**src/rtl/assert_macros.svh**
```systemverilog
// Assertion macros shared by the broadcast ring buffer RTL.
`ifndef ASSERT_MACROS_SVH
`define ASSERT_MACROS_SVH

// Antecedent holds in a cycle, consequent must hold in the same cycle.
`define BRB_ASSERT_SAME(label, clk, rst_n, ante, cons, msg) \
  label: assert property (@(posedge clk) disable iff (!rst_n) (ante) |-> (cons)) \
    else $error(msg);

// Antecedent holds in a cycle, consequent must hold in the following cycle.
`define BRB_ASSERT_NEXT(label, clk, rst_n, ante, cons, msg) \
  label: assert property (@(posedge clk) disable iff (!rst_n) (ante) |=> (cons)) \
    else $error(msg);

`endif

```
**src/rtl/brb_pkg.sv**
```systemverilog
// Package with the types and fixed codes of the broadcast ring buffer.
`default_nettype none

package brb_pkg;

  // Fixed field widths of the stream payloads.
  localparam int unsigned RID_W       = 2;
  localparam int unsigned WORD_W      = 32;
  localparam int unsigned SLOT_W      = 4;
  localparam int unsigned STATUS_W    = 2;
  localparam int unsigned IN_TDATA_W  = 40;
  localparam int unsigned OUT_TDATA_W = 40;

  // Request kinds carried on in_tuser.
  localparam logic CMD_WRITE = 1'b0;
  localparam logic CMD_READ  = 1'b1;

  // Result status carried on out_tuser.
  localparam logic [STATUS_W-1:0] STATUS_OK    = 2'd0;
  localparam logic [STATUS_W-1:0] STATUS_FULL  = 2'd1;
  localparam logic [STATUS_W-1:0] STATUS_EMPTY = 2'd2;

  typedef enum logic [1:0] {
    ST_CLEAR,
    ST_IDLE,
    ST_EXEC
  } brb_state_t;

endpackage

`default_nettype wire

```
**src/rtl/brb_ram.sv**
```systemverilog
// Simple dual-port synchronous RAM with a registered read port.
`default_nettype none

module brb_ram #(
  parameter int unsigned WIDTH = 32,
  parameter int unsigned DEPTH = 16
) (
  input  wire logic                     clk,
  input  wire logic                     we,
  input  wire logic [$clog2(DEPTH)-1:0] waddr,
  input  wire logic [WIDTH-1:0]         wdata,
  input  wire logic                     re,
  input  wire logic [$clog2(DEPTH)-1:0] raddr,
  output logic      [WIDTH-1:0]         rdata
);

  logic [WIDTH-1:0] mem [DEPTH];

  always_ff @(posedge clk) begin
    if (we) begin
      mem[waddr] <= wdata;
    end
  end

  // Read data holds while re is low, so a stalled consumer keeps its word.
  always_ff @(posedge clk) begin
    if (re) begin
      rdata <= mem[raddr];
    end
  end

endmodule

`default_nettype wire

```
**src/rtl/broadcast_ring_buffer_unit.sv**
```systemverilog
// Top level of the broadcast ring buffer: one writer, several readers, one shared ring.
//
// The block is a ring of DEPTH words with one writer and READERS readers, where every
// reader sees every written word exactly once and in order. Each request on the input
// stream is either a write (in_tuser low) or a read by one reader (in_tuser high) and
// yields exactly one result on the output stream. A write is refused with status full
// when the slot at the write pointer still has readers that have not taken its old word;
// a read is refused with status empty when that reader has caught up with the writer or
// names a reader that does not exist. Each pointer carries a lap bit beside its slot
// index, so a reader a full lap behind is told apart from one that is level. The words
// and the per-slot counts of readers still to read live in two synchronous RAMs; on
// acceptance of a request both RAMs are read at the slot, and in the execute state the
// block decides, writes back and loads the result register. No new request is taken
// until the execute state is done. The result register lets the next request in while
// a result still waits; a request only stalls in the execute state if the previous
// result has not been taken. After reset the block clears the count RAM, one slot a
// cycle, and accepts no request during that pass.
`default_nettype none
`include "assert_macros.svh"

module broadcast_ring_buffer_unit #(
  parameter int unsigned DEPTH      = 16,
  parameter int unsigned READERS    = 4,
  parameter int unsigned DATA_WIDTH = 32
) (
  input  wire logic                                 clk,
  input  wire logic                                 rst_n,
  // Request stream.
  input  wire logic                                 in_tvalid,
  output logic                                      in_tready,
  // in_tdata, low bit up: reader_id [1:0], wdata [33:2], zero fill [39:34].
  input  wire logic [brb_pkg::IN_TDATA_W-1:0]       in_tdata,
  // in_tuser: cmd [0].
  input  wire logic                                 in_tuser,
  // Result stream.
  output logic                                      out_tvalid,
  input  wire logic                                 out_tready,
  // out_tdata, low bit up: rdata [31:0], slot [35:32], zero fill [39:36].
  output logic      [brb_pkg::OUT_TDATA_W-1:0]      out_tdata,
  // out_tuser: status [1:0].
  output logic      [brb_pkg::STATUS_W-1:0]         out_tuser
);

  localparam int unsigned AW   = (DEPTH > 1) ? $clog2(DEPTH) : 1;
  localparam int unsigned CW   = $clog2(READERS + 1);
  localparam int unsigned RSEL = (READERS > 1) ? $clog2(READERS) : 1;

  // Control state.
  brb_pkg::brb_state_t state_r, state_nxt;
  logic [AW-1:0]       clr_idx_r, clr_idx_nxt;

  // Write pointer and the readers' pointers, each a slot index and a lap bit.
  logic [AW-1:0]       wp_idx_r, wp_idx_nxt;
  logic                wp_lap_r, wp_lap_nxt;
  logic [AW-1:0]       rp_idx_r [READERS];
  logic                rp_lap_r [READERS];

  // The request under work, captured at acceptance.
  logic                      cmd_r;
  logic [brb_pkg::RID_W-1:0] rid_r;
  logic [DATA_WIDTH-1:0]     wdata_r;
  logic [AW-1:0]             slot_r;
  logic                      rid_ok_r;
  logic [RSEL-1:0]           rsel_r;

  // Result register.
  logic                          out_valid_r;
  logic [brb_pkg::STATUS_W-1:0]  out_status_r, out_status_nxt;
  logic [brb_pkg::WORD_W-1:0]    out_rdata_r, out_rdata_nxt;
  logic [brb_pkg::SLOT_W-1:0]    out_slot_r, out_slot_nxt;

  // Decoded request fields at the input.
  logic                      in_cmd;
  logic [brb_pkg::RID_W-1:0] in_rid;
  logic [DATA_WIDTH-1:0]     in_wdata;
  logic                      in_rid_ok;
  logic [RSEL-1:0]           in_rsel;
  logic [AW-1:0]             in_slot;
  logic                      accept;

  // RAM ports.
  logic                  mem_re;
  logic                  store_we;
  logic [DATA_WIDTH-1:0] store_rd;
  logic                  cnt_we;
  logic [AW-1:0]         cnt_waddr;
  logic [CW-1:0]         cnt_wdata;
  logic [CW-1:0]         cnt_rd;

  // Decision in the execute state.
  logic          exec_done;
  logic          wr_ok;
  logic          rd_ok;
  logic          rd_pending;
  logic [AW-1:0] slot_inc;
  logic          slot_wrap;

  // ------------------------------------------------------------------
  // Input decode. A reader number at or above READERS is refused later
  // and reads slot zero, which keeps the pointer lookup inside the array.
  // ------------------------------------------------------------------
  assign in_cmd    = in_tuser;
  assign in_rid    = in_tdata[brb_pkg::RID_W-1:0];
  assign in_wdata  = DATA_WIDTH'(in_tdata[brb_pkg::RID_W +: brb_pkg::WORD_W]);
  assign in_rid_ok = (32'(in_rid) < READERS);
  assign in_rsel   = RSEL'(in_rid);

  always_comb begin
    if (in_cmd == brb_pkg::CMD_WRITE) begin
      in_slot = wp_idx_r;
    end else if (in_rid_ok) begin
      in_slot = rp_idx_r[in_rsel];
    end else begin
      in_slot = '0;
    end
  end

  assign accept = in_tvalid && in_tready;

  // ------------------------------------------------------------------
  // Memories: the data words and the per-slot count of readers that
  // still have to read the slot.
  // ------------------------------------------------------------------
  brb_ram #(
    .WIDTH (DATA_WIDTH),
    .DEPTH (DEPTH)
  ) u_store (
    .clk   (clk),
    .we    (store_we),
    .waddr (slot_r),
    .wdata (wdata_r),
    .re    (mem_re),
    .raddr (in_slot),
    .rdata (store_rd)
  );

  brb_ram #(
    .WIDTH (CW),
    .DEPTH (DEPTH)
  ) u_count (
    .clk   (clk),
    .we    (cnt_we),
    .waddr (cnt_waddr),
    .wdata (cnt_wdata),
    .re    (mem_re),
    .raddr (in_slot),
    .rdata (cnt_rd)
  );

  // ------------------------------------------------------------------
  // Decision. Only one request is in flight, so the count read at
  // acceptance always reflects the previous request's write-back.
  // ------------------------------------------------------------------
  assign slot_wrap  = (slot_r == AW'(DEPTH - 1));
  assign slot_inc   = slot_wrap ? '0 : slot_r + 1'b1;
  assign rd_pending = !((rp_idx_r[rsel_r] == wp_idx_r) && (rp_lap_r[rsel_r] == wp_lap_r));
  assign wr_ok      = (cmd_r == brb_pkg::CMD_WRITE) && (cnt_rd == '0);
  assign rd_ok      = (cmd_r == brb_pkg::CMD_READ) && rid_ok_r && rd_pending;
  assign exec_done  = (state_r == brb_pkg::ST_EXEC) && (!out_valid_r || out_tready);

  always_comb begin
    out_status_nxt = brb_pkg::STATUS_OK;
    out_rdata_nxt  = '0;
    out_slot_nxt   = brb_pkg::SLOT_W'(slot_r);
    if (cmd_r == brb_pkg::CMD_WRITE) begin
      if (!wr_ok) begin
        out_status_nxt = brb_pkg::STATUS_FULL;
      end
    end else if (rd_ok) begin
      out_rdata_nxt = brb_pkg::WORD_W'(store_rd);
    end else begin
      out_status_nxt = brb_pkg::STATUS_EMPTY;
    end
  end

  // ------------------------------------------------------------------
  // State machine: clearing pass after reset, then idle / execute.
  // ------------------------------------------------------------------
  always_comb begin
    state_nxt   = state_r;
    clr_idx_nxt = clr_idx_r;
    unique case (state_r)
      brb_pkg::ST_CLEAR: begin
        clr_idx_nxt = clr_idx_r + 1'b1;
        if (clr_idx_r == AW'(DEPTH - 1)) begin
          state_nxt = brb_pkg::ST_IDLE;
        end
      end
      brb_pkg::ST_IDLE: begin
        if (accept) begin
          state_nxt = brb_pkg::ST_EXEC;
        end
      end
      brb_pkg::ST_EXEC: begin
        if (exec_done) begin
          state_nxt = brb_pkg::ST_IDLE;
        end
      end
      default: begin
        state_nxt = brb_pkg::ST_CLEAR;
      end
    endcase
  end

  always_comb begin
    in_tready = 1'b0;
    mem_re    = 1'b0;
    store_we  = 1'b0;
    cnt_we    = 1'b0;
    cnt_waddr = slot_r;
    cnt_wdata = '0;
    unique case (state_r)
      brb_pkg::ST_CLEAR: begin
        cnt_we    = 1'b1;
        cnt_waddr = clr_idx_r;
      end
      brb_pkg::ST_IDLE: begin
        in_tready = 1'b1;
        mem_re    = in_tvalid;
      end
      brb_pkg::ST_EXEC: begin
        if (exec_done && wr_ok) begin
          store_we  = 1'b1;
          cnt_we    = 1'b1;
          cnt_wdata = CW'(READERS);
        end else if (exec_done && rd_ok && (cnt_rd != '0)) begin
          cnt_we    = 1'b1;
          cnt_wdata = cnt_rd - 1'b1;
        end
      end
      default: begin
        in_tready = 1'b0;
      end
    endcase
  end

  always_comb begin
    wp_idx_nxt = wp_idx_r;
    wp_lap_nxt = wp_lap_r;
    if (exec_done && wr_ok) begin
      wp_idx_nxt = slot_inc;
      wp_lap_nxt = wp_lap_r ^ slot_wrap;
    end
  end

  // ------------------------------------------------------------------
  // Registers.
  // ------------------------------------------------------------------
  always_ff @(posedge clk) begin
    if (!rst_n) begin
      state_r   <= brb_pkg::ST_CLEAR;
      clr_idx_r <= '0;
      wp_idx_r  <= '0;
      wp_lap_r  <= 1'b0;
    end else begin
      state_r   <= state_nxt;
      clr_idx_r <= clr_idx_nxt;
      wp_idx_r  <= wp_idx_nxt;
      wp_lap_r  <= wp_lap_nxt;
    end
  end

  always_ff @(posedge clk) begin
    if (!rst_n) begin
      for (int r = 0; r < READERS; r++) begin
        rp_idx_r[r] <= '0;
        rp_lap_r[r] <= 1'b0;
      end
    end else if (exec_done && rd_ok) begin
      rp_idx_r[rsel_r] <= slot_inc;
      rp_lap_r[rsel_r] <= rp_lap_r[rsel_r] ^ slot_wrap;
    end
  end

  always_ff @(posedge clk) begin
    if (accept) begin
      cmd_r    <= in_cmd;
      rid_r    <= in_rid;
      wdata_r  <= in_wdata;
      slot_r   <= in_slot;
      rid_ok_r <= in_rid_ok;
      rsel_r   <= in_rsel;
    end
  end

  always_ff @(posedge clk) begin
    if (!rst_n) begin
      out_valid_r <= 1'b0;
    end else if (exec_done) begin
      out_valid_r <= 1'b1;
    end else if (out_tready) begin
      out_valid_r <= 1'b0;
    end
  end

  always_ff @(posedge clk) begin
    if (exec_done) begin
      out_status_r <= out_status_nxt;
      out_rdata_r  <= out_rdata_nxt;
      out_slot_r   <= out_slot_nxt;
    end
  end

  assign out_tvalid = out_valid_r;
  assign out_tuser  = out_status_r;
  assign out_tdata  = {{(brb_pkg::OUT_TDATA_W - brb_pkg::SLOT_W - brb_pkg::WORD_W){1'b0}},
                       out_slot_r, out_rdata_r};

  // ------------------------------------------------------------------
  // Assertions.
  // ------------------------------------------------------------------
  `BRB_ASSERT_NEXT(a_accept_to_exec, clk, rst_n, accept, state_r == brb_pkg::ST_EXEC, "accepted request did not enter the execute cycle")
  `BRB_ASSERT_SAME(a_count_bound, clk, rst_n, cnt_we, 32'(cnt_wdata) <= READERS, "unread count written above the number of readers")
  `BRB_ASSERT_SAME(a_rdata_zero, clk, rst_n, out_tvalid && (out_tuser != brb_pkg::STATUS_OK), out_tdata[brb_pkg::WORD_W-1:0] == '0, "refused request carries nonzero read data")
  `BRB_ASSERT_SAME(a_bad_reader_slot, clk, rst_n, exec_done && (cmd_r == brb_pkg::CMD_READ) && !rid_ok_r, (slot_r == '0) && (32'(rid_r) >= READERS), "unknown reader did not fall back to slot zero")

endmodule

`default_nettype wire

```
**config.mk**
```make
export PLATFORM = sky130hd
export DESIGN_NAME = broadcast_ring_buffer_unit
export DESIGN_NICKNAME = d
export VERILOG_FILES = /design/src/rtl/brb_pkg.sv /design/src/rtl/brb_ram.sv /design/src/rtl/broadcast_ring_buffer_unit.sv
export VERILOG_INCLUDE_DIRS = /design/src /design/src/rtl
export SDC_FILE = /design/constraint.sdc
export NUM_CORES = 1
export LEC_CHECK = 0
export CELL_PAD_IN_SITES_DETAIL_PLACEMENT = 0
export CELL_PAD_IN_SITES_GLOBAL_PLACEMENT = 1
export CORE_ASPECT_RATIO = 1.2
export CORE_MARGIN = 2
export CORE_UTILIZATION = 50
export DETAILED_ROUTE_END_ITERATION = 10
export DONT_BUFFER_PORTS = 1
export GPL_ROUTABILITY_DRIVEN = 0
export GPL_TIMING_DRIVEN = 0
export PLACE_DENSITY = 0.71
export SLEW_MARGIN = 20
export SYNTH_ARGS = -nofsm -noshare
export SYNTH_HDL_FRONTEND = slang
export SYNTH_SLANG_ARGS = --single-unit
```
**constraint.sdc**
```tcl
create_clock -name clk -period 6.8 [get_ports clk]
set_input_delay 1.36 -clock clk [delete_from_list [all_inputs] [get_ports clk]]
set_output_delay 1.36 -clock clk [all_outputs]
set_load 0.01 [all_outputs]
```
==> results of run 1 <==
-- worst paths after layout --
kind	to	cells after the start
setup / recovery	u_store.rdata[19]$_DFFE_PP_	7
hold / removal	rp_lap_r[2]$_DFF_P_	2
setup reg to reg	u_count.mem[14][0]$_DFFE_PP_	10
hold reg to reg	rp_lap_r[2]$_DFF_P_	2
-- report_power, final --
part | switching [W] | leakage, nW | internal, W
sequential | 0.00000567 | 6.40 | 0.00473
combinational | 0.000159 | 2.13 | 0.000126
clock | 0.00160 | 1.14 | 0.00230
total | 0.00177 | 9.66 | 0.00715
-- area by class of cell --
class,instances,area (um2)
sequential,706,21000
clock inverter,40,383
clock buffer,86,1940
buffer,64,345
fill,3862,21900
inverter,10,42.5
tap,705,882
timing repair buffer,44,696
antenna,1,2.50
multi-input combinational,475,5510
-- flip-flops by register name (all words and copies together), names as in the netlist, named ones only --
| name | cells |
|---|---|
| out_slot_r | 4 |
| u_count.rdata | 3 |
| wdata_r | 32 |
| clr_idx_r | 4 |
| rsel_r | 2 |
| out_slot_nxt | 4 |
| u_store.mem | 512 |
| state_r | 2 |
| wp_lap_r | 1 |
| out_tuser | 2 |
| out_rdata_r | 32 |
| rp_lap_r | 4 |
| u_store.rdata | 32 |
| out_tvalid | 1 |
| u_count.mem | 48 |
| cmd_r | 1 |
| wp_idx_r | 4 |
| rp_idx_r | 16 |
-- per-stage QoR --
| stage | setup slack, ps | cells | hold slack [ps] | area [um2] | utilization |
|---|---|---|---|---|---|
| after global routing | 2730 | 2130 | 489 | 30800 | 0.585 |
| after global placement | -1860 | 1960 | 447 | 27600 | 0.524 |
| after CTS | 2840 | 2130 | 468 | 30800 | 0.585 |
| final | 2820 | 2131 | 461 | 30800 | 0.585 |
| after floorplan | 1600 | 1255 | 435 | 26800 | - |
| after detailed placement | 2180 | 2004 | 457 | 28500 | 0.541 |
-- worst reg2reg max path, cell delays in order, from the launching register on --
cell	delay (ps)
dfxtp_1	300
buf_2	210
mux4_2	600
xor2_1	170
nor2_1	80
a21boi_2	450
buf_6	220
nand2_1	240
clkbuf_1	400
nor3_2	590
buf_4	280
-- cell usage in the layout (no fill, tap or decap), types with 5 or more instances in the layout --
cell and n:
nor4_1 17, dfxtp_1 17, ha_1 7, buf_6 15
nand2b_1 8, nand2_1 61, buf_2 6, inv_1 8
a22oi_1 70, nor2_1 23, a21oi_1 5, buf_12 5
and2_1 32, buf_16 14, clkbuf_16 76, nor3_2 7
mux4_2 146, bufinv_16 7, xor2_1 6, edfxtp_1 689
nor2b_1 5, nand3_1 7, xnor2_1 6, buf_4 24
nor3_1 12, clkinv_2 10, a31oi_1 8, clkinv_1 17
nor2_4 12, clkbuf_1 47, mux2i_1 7, buf_1 6
mux2_2 6
-- metal layers --
layer  GRT usage  vias to the layer above  share of wire
met5           0                        -              0
met4      0.0784                        0          0.029
met3      0.0409                       94          0.065
met2       0.357                      443           0.50
met1       0.291                     6668           0.40
li1            -                     5436              -
-- cell families (layout without fill, tap and decap cells) --
group / after synthesis / count (layout) / synth area share
adders and majority gates: 7 / 7 / 0.00327
and+or+nand+nor: 194 / 194 / 0.0355
AOI/OAI and AO/OA: 96 / 96 / 0.0258
DFF: 706 / 706 / 0.786
muxes: 162 / 162 / 0.131
buffers and inverters: 74 / 244 / 0.0143
other: 1 / 5 / 0.000140
xor gates and xnor gates: 12 / 12 / 0.00393
==> results by group, run 1 <==
Timing
  • Relative slew slack: 0.312
  • Clk_skew: 34.0 ps
  • Max Slew Vio Count: 0
  • Final hold vios: 0
  • Worst slew pin tran: 1030 ps
  • Tmin final: 3980 ps
  • Max Freq: 251 MHz
  • Final setup violating endpoints: 0
  • RSZ-0062 raised after global routing: no
  • TNS Setup: 0 ps
  • Crit share post-route: 0.586

Worst setup path
  • WP data arrival: 4320 ps
  • Critical Path Fanout Max: 10
  • Critical path class: input port to flip-flop
  • CP Launch Point: in_tdata[0]
  • Crit-path max cell delay: 670 ps
  • Critical path endpoint category: flip-flop
  • Crit-path leading delay family: buffers and inverters
  • Crit-path cells: mux4_1, mux2_2, clkbuf_1, buf_1, mux4_2, a22oi_1, nand2_1
  • Worst path required time: 7140 ps
  • Slowest-stage cell, CP: clkbuf_1
  • R2R setup slack: 3120 ps
  • CP startpoint kind: input port
  • Buf+Inv Stages, Crit Path: 2

Drt
  • Routed WL: 58.6 mm
  • Routed Antenna Nets: 0
  • Drt wl/cell: 27.5 um
  • Via density per instance: 5.93
  • DRC violations left: 0
  • Initial DRC Count: 1,261
  • Via count: 12,600
  • Drt pass-1 iters: 6

Power
  • Pwr Total: 0.00892 W
  • P_leak: 9.66 nW
  • Worst vdd ir: 0.206 mV
  • Power Density: 289 nW/um2

Synth
  • Post-Syn Instances: 1,252
  • Mapped cell area: 26,800 um2
  • Count leader, synth: edfxtp_1
  • Unique cell type count in the Yosys netlist: 41
  • Post-synth top area cell: edfxtp_1
  • Synth top area share: 0.773
  • Syn. warnings: 0
  • Largest cells by area after synthesis: edfxtp_1, mux4_2, a22oi_1
  • Synth top cells by count: edfxtp_1, mux4_2, a22oi_1
  • Synth Register Bits: 706
  • Register area share after synthesis: 0.786
  • Async set-reset flop share out of synthesis: 0
  • Top_reg_cell synth: edfxtp_1
  • Post-synth EDFFs: 689
  • Avg Inst Size Synth: 21.4 um2

Clock tree
  • Skew-Pair Late Insertion Delay: 620 ps
  • Root buf cell: clkbuf_16
  • CTS tree: done
  • Reg clk slew, reported paths: 60 ps
  • Sink Count: 706
  • Post-CTS Hold Fix Bufs: 0
  • Total CTS buffers: 71
  • Cts repair resizes: 0
  • Post-CTS Setup Bufs: 0
  • CTS Buffer Depth: 3
  • H-tree depth: 3

Floorplanning
  • IO Count: 89
  • Site row count: 92
  • Die height: 257 um
  • Die Area: 55,400 um2
  • Core Box Area: 52,700 um2
  • Initial Util: 0.507
  • Chip width: 215 um

Run status
  • Status: complete, no violations

Finish
  • Fin nets: 1,424
  • Fraction of layout cells with a size suffix above 1: 0.241
  • Layout area overhead: 15.2%

GRT
  • Number of global-route vias before repair: 13,200
  • Grt ovf: 0
  • All-layer global routing usage: 0.216
  • Pin count of the biggest net entering global routing: 47
  • First-pass GRT wire length: 86.5 mm
  • Initial antenna violation count: 2

Placed design
  • Post-detailed-placement half-perimeter wirelength: 37.9 mm
  • IO buf count: 0

Min path
  • Worst hold path type: flip-flop to flip-flop
  • Hold Crit Start: rp_lap_r[2]$_DFF_P_

Job
  • Max Cap Viol: 0
Note: power is estimated with default switching activity, not from simulation.
==> run 2: changes to the inputs <==
--- a/config.mk
+++ b/config.mk
@@ -15,7 +15,7 @@
 export DONT_BUFFER_PORTS = 1
 export GPL_ROUTABILITY_DRIVEN = 0
 export GPL_TIMING_DRIVEN = 0
-export PLACE_DENSITY = 0.71
+export PLACE_DENSITY = 0.74
 export SLEW_MARGIN = 20
 export SYNTH_ARGS = -nofsm -noshare
 export SYNTH_HDL_FRONTEND = slang
==> constraint.sdc (replaced) <==
create_clock -name clk -period 3.4 [get_ports clk]
set_input_delay 0.68 -clock clk [delete_from_list [all_inputs] [get_ports clk]]
set_output_delay 0.68 -clock clk [all_outputs]
set_load 0.01 [all_outputs]
==> run 2 against run 1 <==
Against the previous run: sequential share of layout area rose by 0.61 points; hold slack got worse by 310 ps; cell count fell by 0.80%; sequential power rose by 100%; largest power group unchanged.
==> results by group, run 2 (synthesis results as in run 1) <==
Finish
  • Most flop-heavy register: u_store.mem
  • N_diodes: 0
  • Layout area overhead: 14.2%
  • Top flop regs: u_store.mem x512, u_count.mem x48
  • Fin nets: 1,411
  • Commonest cells after routing, fill and taps aside: edfxtp_1, mux4_2, a22oi_1
  • Fraction of layout cells with a size suffix above 1: 0.236
  • Finished Core Util: 0.580
  • Most common cell after layout, fill and taps aside: edfxtp_1
  • Largest register FFs: 512

Power
  • Sw Share: 0.204
  • Reg power frac: 0.549
  • Worst vdd ir: 0.379 mV
  • Internal power: 0.0137 W
  • Comb power frac: 0.033
  • Sw Pwr: 0.00352 W
  • P_leak: 9.50 nW
  • Power Density: 564 nW/um2
  • Pwr Total: 0.0172 W
  • Clk network pwr share: 0.418

Min path
  • Worst hold path type: input port to flip-flop

Floorplanning
  • Die Area: 55,400 um2
  • Core Box Area: 52,700 um2
  • Chip width: 215 um
  • Site row count: 92
  • Die height: 257 um
  • IO Count: 89
  • Initial Util: 0.507

Clock tree
  • Root buf cell: clkbuf_16
  • Post-CTS Hold Fix Bufs: 0
  • H-tree depth: 3
  • Skew-Pair Late Insertion Delay: 620 ps
  • CTS tree: done
  • Total CTS buffers: 69
  • Reg clk slew, reported paths: 70 ps
  • Sink Count: 706
  • CTS Buffer Depth: 3

Worst setup path
  • R2R setup slack: 70 ps
  • Critical Path Fanout Max: 10
  • Slowest-stage cell, CP: nor4_1
  • Crit-path cells: buf_2, mux4_2, xor2_1, nor2_1, and3_1, o31a_1, clkbuf_1, nor4_1
  • Critical path class: flip-flop to flip-flop
  • Crit-path leading delay family: simple AND/OR/NAND/NOR gates
  • Reg2Reg Depth: 8
  • Critical path endpoint category: flip-flop
  • WP data arrival: 3580 ps
  • R2r endpoint: u_count.mem[10][1]$_DFFE_PP_
  • Last element of the critical path: u_count.mem[10][1]$_DFFE_PP_
  • Buf+Inv Stages, Crit Path: 2
  • Critical path depth: 8
  • Crit-path max cell delay: 700 ps
  • Worst path required time: 3650 ps
  • CP startpoint kind: flip-flop

Drt
  • Drt wl/cell: 26.6 um
  • Drt pass-1 iters: 5
  • Routed WL: 56.3 mm
  • Routed Antenna Nets: 0
  • Via density per instance: 5.91
  • Via count: 12,500
  • Initial DRC Count: 1,353
  • DRC violations left: 0

Run status
  • Status: complete, no violations

GRT
  • All-layer global routing usage: 0.209
  • First-pass GRT wire length: 84.0 mm
  • Number of global-route vias before repair: 13,000
  • Grt ovf: 0
  • Initial antenna violation count: 2
  • Pin count of the biggest net entering global routing: 48

Timing
  • RSZ-0062 raised after global routing: yes
  • Crit share post-route: 0.980
  • Max Slew Vio Count: 0
  • Clk_skew: 29.6 ps
  • Tmin final: 3330 ps
  • Worst Setup Slack, final: 68.1 ps
  • Relative slew slack: 0.248
  • Final hold vios: 0
  • Worst slew pin tran: 1120 ps
  • Max Freq: 300 MHz
  • Final setup violating endpoints: 0

Placed design
  • IO buf count: 0
  • Pre-CTS WS: -540 ps
  • Post-detailed-placement half-perimeter wirelength: 36.4 mm

Job
  • Max Cap Viol: 0
-- run 2: cell count changes in the layout (fill, tap and decap cells not counted), moves of 5 or more --
cell       previous run  this run
nor3_2                7         2
nor3_4                0         5
buf_4                24        10
clkbuf_16            76        69
buf_16               14         7
buf_8                 1         9
-- run 2: layer usage --
metal  wire length (um)  global-route usage
met2              29000               0.350
met5                  8                   0
met3               3310              0.0366
met4               1420              0.0764
met1              22600               0.277
-- run 2: layout make-up --
class,instances,area [um2]
Clock buffer,83,1780
Clock inverter,38,333
Fill cell,3933,22200
Timing Repair Buffer,34,587
Tap cell,705,882
Sequential cell,706,21000
Inverter,10,42.5
Buffer,63,344
Multi-Input combinational cell,475,5560
-- run 2: worst min path at each step --
stage	endpoint	depth (start not counted)	from
after floorplan	rp_lap_r[2]$_DFF_P_	2	rp_lap_r[2]$_DFF_P_
after global placement	rp_lap_r[1]$_DFF_P_	2	rp_lap_r[1]$_DFF_P_
after detailed placement	rp_lap_r[1]$_DFF_P_	2	rp_lap_r[1]$_DFF_P_
after CTS	wdata_r[12]$_DFFE_PP_	0	in_tdata[14]
after global routing	wdata_r[12]$_DFFE_PP_	0	in_tdata[14]
final	rsel_r[0]$_DFFE_PP_	0	in_tdata[0]
-- run 2: power by group through the flow --
stage               sequential [W]  combinational, W  clock (W)
finish                     0.00946          0.000560    0.00721
global route               0.00946          0.000606    0.00766
CTS                        0.00946          0.000570    0.00733
detailed placement         0.00965          0.000567          0
global placement           0.00965          0.000560          0
floorplan                  0.00964          0.000405          0
-- run 2: timing repair --
action                                 CTS  global route
setup buffers                            0             3
gates resized for setup                  7             3
setup endpoints to repair              296            60
endpoints found under the hold margin    0             0
pin swaps                                0             2
-- run 2: per-stage QoR --
stage	hold WS (ps)	instance area, um2	setup TNS (ps)	std cells
after floorplan	435	26800	-104460	1255
after global placement	448	27700	-1243270	1960
after detailed placement	464	28400	-116380	1991
after CTS	117	30500	-251	2111
after global routing	133	30600	-2180	2114
final	147	30600	0	2114
